## src/design/csp_pkg.sv

```systemverilog
// ----------------------------------------------------------------------------
// Cubic spline point evaluator package
// Shared constants, codes and control types of the spline evaluator.
// ----------------------------------------------------------------------------
`default_nettype none

package csp_pkg;

   // Default parameter values.
   localparam int KNOT_DEPTH_DEF = 256;
   localparam int COORD_BITS_DEF = 32;

   // Fixed field widths.
   localparam int FUNC_W     = 2;
   localparam int INDEX_W    = 8;
   localparam int U_W        = 17;
   localparam int CSR_IDX_W  = 1;
   localparam int CSR_DATA_W = 9;
   localparam int COUNT_W    = 9;

   // Fraction u is Q1.16; one is 2^16.
   localparam int U_FRAC = 16;
   localparam logic [U_W-1:0] U_ONE = U_W'(65536);

   // Basis weight scales of the two modes.
   localparam int SHIFT_CATMULL = 50;
   localparam int SHIFT_HERMITE = 48;

   // Smallest usable knot count.
   localparam int MIN_POINTS = 3;

   // Register indexes of the configuration port.
   localparam logic [CSR_IDX_W-1:0] REG_MODE        = 1'd0;
   localparam logic [CSR_IDX_W-1:0] REG_POINT_COUNT = 1'd1;

   // Reset values of the registers.
   localparam logic [COUNT_W-1:0] POINT_COUNT_RESET = COUNT_W'(3);

   // Basis selection.
   localparam logic MODE_CATMULL = 1'b0;
   localparam logic MODE_HERMITE = 1'b1;

   // Request function codes.
   typedef enum logic [FUNC_W-1:0] {
      FUNC_WR_KNOT = 2'd0,
      FUNC_WR_TAN  = 2'd1,
      FUNC_EVAL    = 2'd2
   } func_type;

   // Control word of one queued item.
   typedef struct packed {
      func_type       kind;
      logic           err;
      logic           herm;
      logic           idx0;
      logic [U_W-1:0] u;
   } ctrl_type;

endpackage

`default_nettype wire

```

## src/design/csp_if.sv

```systemverilog
// ----------------------------------------------------------------------------
// Cubic spline point evaluator channels
// Request, response and register-write channels with valid/ready handshake.
// ----------------------------------------------------------------------------
`default_nettype none

interface csp_req_if #(
   parameter int COORD_BITS = csp_pkg::COORD_BITS_DEF
) ();
   logic                            valid;
   logic                            ready;
   logic [csp_pkg::FUNC_W-1:0]      func;
   logic [csp_pkg::INDEX_W-1:0]     index;
   logic signed [COORD_BITS-1:0]    coord_x;
   logic signed [COORD_BITS-1:0]    coord_y;
   logic signed [COORD_BITS-1:0]    coord_z;
   logic [csp_pkg::U_W-1:0]         u;

   modport source (output valid, func, index, coord_x, coord_y, coord_z, u,
                   input ready);
   modport sink   (input valid, func, index, coord_x, coord_y, coord_z, u,
                   output ready);
endinterface


interface csp_csr_if ();
   logic                            valid;
   logic                            ready;
   logic [csp_pkg::CSR_IDX_W-1:0]   index;
   logic [csp_pkg::CSR_DATA_W-1:0]  data;

   modport source (output valid, index, data, input ready);
   modport sink   (input valid, index, data, output ready);
endinterface

`default_nettype wire

```

## src/design/csp_front.sv

```systemverilog
// ----------------------------------------------------------------------------
// Spline evaluator front end
// Holds the registers, classifies requests and queues them for the back end.
// ----------------------------------------------------------------------------
`default_nettype none

module csp_front #(
   parameter int KNOT_DEPTH = csp_pkg::KNOT_DEPTH_DEF,
   parameter int COORD_BITS = csp_pkg::COORD_BITS_DEF
) (
   input  wire logic                  clock,
   input  wire logic                  reset,
   csp_req_if.sink                    req_ch,
   csp_csr_if.sink                    csr_ch,
   output logic                       q_valid,
   output csp_pkg::ctrl_type          q_ctrl,
   output logic [3:0][$clog2(KNOT_DEPTH)-1:0] q_addr,
   output logic [2:0][COORD_BITS-1:0] q_data,
   input  wire logic                  q_pop
);

   localparam int AW     = $clog2(KNOT_DEPTH);
   localparam int CNTW   = $clog2(KNOT_DEPTH + 1);
   localparam int NW     = (CNTW > csp_pkg::COUNT_W) ? CNTW : csp_pkg::COUNT_W;
   localparam int QDEPTH = 2;
   localparam int QPW    = $clog2(QDEPTH);
   localparam int QCW    = $clog2(QDEPTH + 1);
   localparam logic [NW-1:0]  DEPTH_N = NW'(KNOT_DEPTH);
   localparam logic [NW-1:0]  MIN_N   = NW'(csp_pkg::MIN_POINTS);
   localparam logic [QCW-1:0] Q_FULL  = QCW'(QDEPTH);

   logic                          mode_ff, mode_in;
   logic [csp_pkg::COUNT_W-1:0]   pc_ff, pc_in;

   logic [NW-1:0]         pc_ext, n_eff, idx_ext, idx_p1, idx_m1, nx, nx_p1, fu;
   logic                  cm_err, hm_err, wr_ok, keep;
   csp_pkg::ctrl_type     cls_ctrl;
   logic [3:0][AW-1:0]    cls_addr;

   csp_pkg::ctrl_type     ent_ctrl_ff [QDEPTH];
   logic [3:0][AW-1:0]    ent_addr_ff [QDEPTH];
   logic [2:0][COORD_BITS-1:0] ent_data_ff [QDEPTH];
   logic [QPW-1:0]        wr_ptr_ff, wr_ptr_in, rd_ptr_ff, rd_ptr_in;
   logic [QCW-1:0]        count_ff, count_in;
   logic                  push;

   // Register writes.
   assign csr_ch.ready = 1'b1;

   always_comb begin
      mode_in = mode_ff;
      pc_in   = pc_ff;
      if (csr_ch.valid) begin
         case (csr_ch.index)
            csp_pkg::REG_MODE:        mode_in = csr_ch.data[0];
            csp_pkg::REG_POINT_COUNT: pc_in   = csr_ch.data;
            default:                  mode_in = mode_ff;
         endcase
      end
   end

   always_ff @(posedge clock) begin
      if (reset) begin
         mode_ff <= csp_pkg::MODE_CATMULL;
         pc_ff   <= csp_pkg::POINT_COUNT_RESET;
      end else begin
         mode_ff <= mode_in;
         pc_ff   <= pc_in;
      end
   end

   // Segment range checks and knot addresses.
   always_comb begin
      pc_ext  = NW'(pc_ff);
      n_eff   = (pc_ext < MIN_N) ? MIN_N : ((pc_ext > DEPTH_N) ? DEPTH_N : pc_ext);
      idx_ext = NW'(req_ch.index);
      idx_p1  = idx_ext + NW'(1);
      idx_m1  = idx_ext - NW'(1);
      cm_err  = idx_ext >= n_eff;
      hm_err  = idx_p1 >= n_eff;
      nx      = hm_err ? '0 : idx_p1;
      nx_p1   = nx + NW'(1);
      fu      = (nx_p1 >= n_eff) ? '0 : nx_p1;
      wr_ok   = idx_ext < DEPTH_N;
   end

   // Classification of the request into a queue entry.
   always_comb begin
      cls_ctrl.kind = csp_pkg::FUNC_EVAL;
      cls_ctrl.herm = mode_ff == csp_pkg::MODE_HERMITE;
      cls_ctrl.err  = (mode_ff == csp_pkg::MODE_HERMITE) ? hm_err : cm_err;
      cls_ctrl.idx0 = idx_ext == '0;
      cls_ctrl.u    = (req_ch.u > csp_pkg::U_ONE) ? csp_pkg::U_ONE : req_ch.u;
      keep          = 1'b0;
      if (mode_ff == csp_pkg::MODE_HERMITE) begin
         cls_addr[0] = idx_ext[AW-1:0];
         cls_addr[1] = idx_p1[AW-1:0];
         cls_addr[2] = idx_ext[AW-1:0];
         cls_addr[3] = idx_ext[AW-1:0];
      end else begin
         cls_addr[0] = cls_ctrl.idx0 ? idx_ext[AW-1:0] : idx_m1[AW-1:0];
         cls_addr[1] = idx_ext[AW-1:0];
         cls_addr[2] = nx[AW-1:0];
         cls_addr[3] = fu[AW-1:0];
      end
      case (req_ch.func)
         csp_pkg::FUNC_WR_KNOT: begin
            cls_ctrl.kind = csp_pkg::FUNC_WR_KNOT;
            keep          = wr_ok;
         end
         csp_pkg::FUNC_WR_TAN: begin
            cls_ctrl.kind = csp_pkg::FUNC_WR_TAN;
            keep          = wr_ok;
         end
         csp_pkg::FUNC_EVAL: begin
            keep          = 1'b1;
         end
         default: begin
            keep          = 1'b0;
         end
      endcase
      if (cls_ctrl.kind != csp_pkg::FUNC_EVAL) begin
         cls_addr[0] = idx_ext[AW-1:0];
      end
   end

   // Two-entry queue toward the back end.
   assign req_ch.ready = count_ff != Q_FULL;
   assign push         = req_ch.valid && req_ch.ready && keep;

   always_comb begin
      wr_ptr_in = push ? wr_ptr_ff + QPW'(1) : wr_ptr_ff;
      rd_ptr_in = q_pop ? rd_ptr_ff + QPW'(1) : rd_ptr_ff;
      count_in  = count_ff + QCW'(push) - QCW'(q_pop);
   end

   always_ff @(posedge clock) begin
      if (reset) begin
         wr_ptr_ff <= '0;
         rd_ptr_ff <= '0;
         count_ff  <= '0;
      end else begin
         wr_ptr_ff <= wr_ptr_in;
         rd_ptr_ff <= rd_ptr_in;
         count_ff  <= count_in;
      end
   end

   always_ff @(posedge clock) begin
      if (push) begin
         ent_ctrl_ff[wr_ptr_ff] <= cls_ctrl;
         ent_addr_ff[wr_ptr_ff] <= cls_addr;
         ent_data_ff[wr_ptr_ff] <= {req_ch.coord_z, req_ch.coord_y, req_ch.coord_x};
      end
   end

   assign q_valid = count_ff != '0;
   assign q_ctrl  = ent_ctrl_ff[rd_ptr_ff];
   assign q_addr  = ent_addr_ff[rd_ptr_ff];
   assign q_data  = ent_data_ff[rd_ptr_ff];

endmodule

`default_nettype wire

```

## src/flat_wrapper.sv

```systemverilog
// flat-port wrapper written by rule: the top's interface ports become plain ports
module csp_front_flat 
#(
   parameter int KNOT_DEPTH = csp_pkg::KNOT_DEPTH_DEF,
   parameter int COORD_BITS = csp_pkg::COORD_BITS_DEF
)
  (clock, reset, q_valid, q_ctrl, q_addr, q_data, q_pop, req_ch_valid, req_ch_func, req_ch_index, req_ch_coord_x, req_ch_coord_y, req_ch_coord_z, req_ch_u, req_ch_ready, csr_ch_valid, csr_ch_index, csr_ch_data, csr_ch_ready);
  csp_req_if #(.COORD_BITS(COORD_BITS)) req_ch_i ();
  csp_csr_if csr_ch_i ();
  input  wire logic clock;
  input  wire logic reset;
  output logic q_valid;
  output csp_pkg::ctrl_type q_ctrl;
  output logic [3:0][$clog2(KNOT_DEPTH)-1:0] q_addr;
  output logic [2:0][COORD_BITS-1:0] q_data;
  input  wire logic q_pop;
  input wire logic [$bits(req_ch_i.valid)-1:0] req_ch_valid;
  input wire logic [$bits(req_ch_i.func)-1:0] req_ch_func;
  input wire logic [$bits(req_ch_i.index)-1:0] req_ch_index;
  input wire logic [$bits(req_ch_i.coord_x)-1:0] req_ch_coord_x;
  input wire logic [$bits(req_ch_i.coord_y)-1:0] req_ch_coord_y;
  input wire logic [$bits(req_ch_i.coord_z)-1:0] req_ch_coord_z;
  input wire logic [$bits(req_ch_i.u)-1:0] req_ch_u;
  output wire logic [$bits(req_ch_i.ready)-1:0] req_ch_ready;
  input wire logic [$bits(csr_ch_i.valid)-1:0] csr_ch_valid;
  input wire logic [$bits(csr_ch_i.index)-1:0] csr_ch_index;
  input wire logic [$bits(csr_ch_i.data)-1:0] csr_ch_data;
  output wire logic [$bits(csr_ch_i.ready)-1:0] csr_ch_ready;
  assign req_ch_i.valid = req_ch_valid;
  assign req_ch_i.func = req_ch_func;
  assign req_ch_i.index = req_ch_index;
  assign req_ch_i.coord_x = req_ch_coord_x;
  assign req_ch_i.coord_y = req_ch_coord_y;
  assign req_ch_i.coord_z = req_ch_coord_z;
  assign req_ch_i.u = req_ch_u;
  assign req_ch_ready = req_ch_i.ready;
  assign csr_ch_i.valid = csr_ch_valid;
  assign csr_ch_i.index = csr_ch_index;
  assign csr_ch_i.data = csr_ch_data;
  assign csr_ch_ready = csr_ch_i.ready;
  csp_front #(.KNOT_DEPTH(KNOT_DEPTH), .COORD_BITS(COORD_BITS)) u_core (.clock(clock), .reset(reset), .req_ch(req_ch_i), .csr_ch(csr_ch_i), .q_valid(q_valid), .q_ctrl(q_ctrl), .q_addr(q_addr), .q_data(q_data), .q_pop(q_pop));
endmodule
```

## config.mk

```make
export PLATFORM = sky130hd
export DESIGN_NAME = csp_front_flat
export DESIGN_NICKNAME = d
export VERILOG_FILES = /design/src/design/csp_pkg.sv /design/src/design/csp_if.sv /design/src/design/csp_front.sv /design/src/flat_wrapper.sv
export SDC_FILE = /design/constraint.sdc
export NUM_CORES = 1
export LEC_CHECK = 0
export BUFFER_PORTS_ARGS = -buffer_cell sky130_fd_sc_hd__buf_2
export CORE_MARGIN = 2
export CORE_UTILIZATION = 56
export CTS_BUF_LIST = sky130_fd_sc_hd__clkbuf_4
export CTS_CLUSTER_SIZE = 14
export DETAILED_ROUTE_END_ITERATION = 6
export GPL_TIMING_DRIVEN = 0
export PLACE_DENSITY = 0.88
export SYNTH_ARGS = -nofsm -noshare
export SYNTH_HDL_FRONTEND = slang
export SYNTH_SLANG_ARGS = --single-unit
```

## constraint.sdc

```tcl
create_clock -name clock -period 11.72 [get_ports clock]
set_input_delay 1.758 -clock clock [delete_from_list [all_inputs] [get_ports clock]]
set_output_delay 1.758 -clock clock [all_outputs]
set_load 0.01 [all_outputs]
```

==> metrics <==
grt total ovfl=0; routed vias/inst=between 5 and 6; Post-synth ARST share=0%; post-DR wirelength/cell=18.7 um; post-layout minimum cycle time=6.28 ns; placer congestion estimate=0.927; total clock sinks=315; Slew @ Worst Pin=0.804 ns; Worst-path clk slew=0.06 ns; R2R Setup Slk=6.59 ns; CP max FO=10; post-synthesis sequential area ratio=71.3%; Largest stage delay, worst path=0.46 ns; Syn Nets=959; Critical-path top delay cell=o21ai_0; Starting Density=a little under three fifths; Total Routing Usage GR=23.0%; #FFs+latches synth=315; Syn Inst Count=790; Chip Width=roughly 160 um; EDFF count, synth=300; CP Cell Sequence=buf_2 -> ha_1 -> buf_4 -> and3_2 -> and2_1 -> nand2_1 -> xnor2_1 -> ha_1 -> a21oi_1 -> nor2_1 -> a211oi_2 -> o211ai_1 -> buf_2 -> buf_1 -> a311oi_1 -> ha_1 -> a21oi_1 -> o21ai_0 -> o32ai_1 -> nand3_1 -> o21ai_0; final-layout fill cell count=approximately 1.5k; initial DRC count=613; Rel. slew slack=roughly 46%; Max Clk Rate=0.159 GHz; CP delay by family, top=compound AO/OA/AOI/OAI gates; Worst Path Arrival=6.65 ns; pin count of the biggest net entering global routing=69; CP dominant cell by count=ha_1; drc violations=0; via total after detailed routing=8,127; DRT antenna net count=0; hold_buf cts=0; Syn Area/Cell=16.5 um2; post-synth cell types=between 60 and 70; Mapped Area=approximately 13,000 um2; Syn. warnings=0; die area=~25,000 um2; # IOs=slightly below 300; H-tree depth=3; fin crit share=a little over half; share of layout cells above drive strength 1=between 40% and 50%; Critical Path End Type=flip-flop; post-layout net count=around 1.3k; CTS Buf Count=77; WL final=28,700 um; Cells after DPL=roughly 1.4k; hold path cells=2; final hold vios=0; worst-skew pair later-pin latency=0.66 ns; Max-Cap Viols=0; port bufs=just under 300; non-filler cells, final=1,537; synth-to-layout area growth=22.6%; critical path type=in -> reg; first-pass GRT wire length=42,800 um; CTS tree=yes; Root Buffer=clkbuf_4; worst path required time=~12 ns; PD cells=173 nW/um2; most common flop cell mapped by yosys=edfxtp_1; RSZ-0062 raised after global routing=no; commonest non-fill, non-tap cells in the layout=edfxtp_1, buf_2, mux2_2, clkbuf_4, nand2_1; num rows=55; startpoint types=input pin; Die Y=157 um; Worst R2R Path Depth=17; post-cts resize count=0; Final setup viols=0; Worst Hold Class=reg -> reg; RR Endpoint=u_core.ent_addr_ff[0][26]; Hold Crit Start=u_core.pc_ext[7]; setup bufs post-CTS=0; CP bufs+invs=4; commonest non-fill, non-tap cell in the layout=edfxtp_1; core area=22,800 um2; status=finished clean; Worst Clk Skew=0.0429 ns; worst reg2reg startpoint=u_core.pc_ext[7]; setup_tns=0 ns; hpwl dp=around 20,000 um; Worst Hold Path EP=u_core.pc_ext[7]; vias in the first global route=between 8k and 9k; initial antenna violation count=4; First-pass DRT Iterations=5; Lkg Pwr=0.00611 uW; Slew Viols, Final=0; Max rail drop VDD=90.1 uV; clk buf depth=3
-- logic make-up after synthesis --
| group | after synthesis | share of synthesized area [%] |
|---|---|---|
| other | 1 | 0.0287 |
| adders and majority gates | 32 | 3.05 |
| buffers and inverters | 49 | 1.88 |
| xor gates and xnor gates | 22 | 1.48 |
| DFF | 315 | 71.3 |
| and+or+nand+nor | 156 | 6.11 |
| AOI/OAI and AO/OA | 63 | 3.08 |
| muxes | 152 | 13.1 |
-- cell usage after synthesis (all sizes together) (2+ instances only) --
cell type,number,area (um2)
nor2b,22,138
mux2,151,1700
inv,13,48.8
o21bai,2,15.0
nand3b,2,15.0
edfxtp,300,9010
nor4b,2,17.5
ha,31,388
nor4,5,31.3
or4b,2,20.0
xor2,7,61.3
a211oi,2,20.0
nor3,5,30.0
nand2b,2,12.5
xnor2,15,131
a21o,4,30.0
nand2,61,229
nand4,4,25.0
dfxtp,15,300
nand3,7,35.0
and3,2,13.8
or4,6,51.3
o21ai,24,120
o211ai,4,30.0
a21oi,12,60.1
o31ai,2,15.0
buf,10,58.8
clkbuf,25,134
nor2,26,100
or2,2,12.5
and2,5,33.8
o21a,2,15.0
-- worst max path at each step --
stage	slack, ns	endpoint	depth (start not counted)	startpoint
CTS	5.64	u_core.ent_addr_ff[0][26]	21	req_ch_index[1]
global placement	-1.21	u_core.ent_data_ff[0][66]	4	req_ch_func[1]
finish	5.44	u_core.ent_addr_ff[0][26]	21	req_ch_index[1]
floorplan	2.43	u_core.ent_addr_ff[0][0]	3	req_ch_func[0]
detailed placement	4.92	u_core.ent_addr_ff[1][31]	17	req_ch_index[0]
global route	5.10	u_core.ent_addr_ff[0][31]	21	req_ch_index[1]
-- per-layer routing --
metal / vias to the layer above / global-route usage (%) / wire length, um / share of wire, %
li1: 3815 / - / - / -
met3: 43 / 7.62 / 2640 / 9.2
met4: 4 / 8.74 / 595 / 2.1
met5: - / 0 / 27 / 0.094
met1: 3913 / 24.5 / 10400 / 36
met2: 352 / 42.0 / 15100 / 53
-- per-stage QoR --
stage	area, um2	worst slack (ns)	total power [uW]	util, %	hold slack [ns]
finish	16000	5.44	2770	70.3	0.470
CTS	16000	5.64	2800	70.2	0.472
floorplan	13100	2.43	1760	-	0.432
global route	16000	5.10	2910	70.3	0.501
global placement	14900	-1.21	1960	65.4	0.453
detailed placement	15100	4.92	1950	66.1	0.461
-- worst min-delay path, delay by kind of cell (launching register included) --
| kind | cells | cell delay (ns) |
|---|---|---|
| AO/OA/AOI/OAI | 1 | 0.05 |
| flip-flops | 1 | 0.31 |
| AND/OR/NAND/NOR | 1 | 0.05 |
-- power by group --
| group | total, uW | internal [uW] | switching [uW] | leakage [uW] |
|---|---|---|---|---|
| Combinational | 507 | 217 | 290 | 0.00265 |
| Sequential | 1420 | 1390 | 31.2 | 0.00291 |
| Clock | 841 | 427 | 414 | 0.000542 |
-- registers in the layout (all words and copies together), names as in the netlist, named ones only --
| name | count |
|---|---|
| u_core.ent_data_ff | 192 |
| u_core.ent_ctrl_ff | 44 |
| u_core.pc_ext | 9 |
| u_core.count_ff | 2 |
| u_core.ent_addr_ff | 64 |
| u_core.mode_ff | 1 |
| u_core.wr_ptr_ff | 1 |
| u_core.rd_ptr_ff | 1 |
-- layout make-up --
| cell class | instances | area, um2 | area share [%] |
|---|---|---|---|
| plain buffers | 35 | 193 | 1.20 |
| repair buffers | 296 | 1600 | 10.0 |
| flip-flops and latches | 315 | 9310 | 58.2 |
| diodes | 2 | 5.00 | 0.0313 |
| clock buffers | 107 | 803 | 5.02 |
| inverters | 14 | 52.6 | 0.328 |
| clock inverters | 29 | 136 | 0.852 |
| well taps | 313 | 392 | 2.45 |
| multi-input cells | 426 | 3510 | 22.0 |
(Power assumes the default switching activity.)
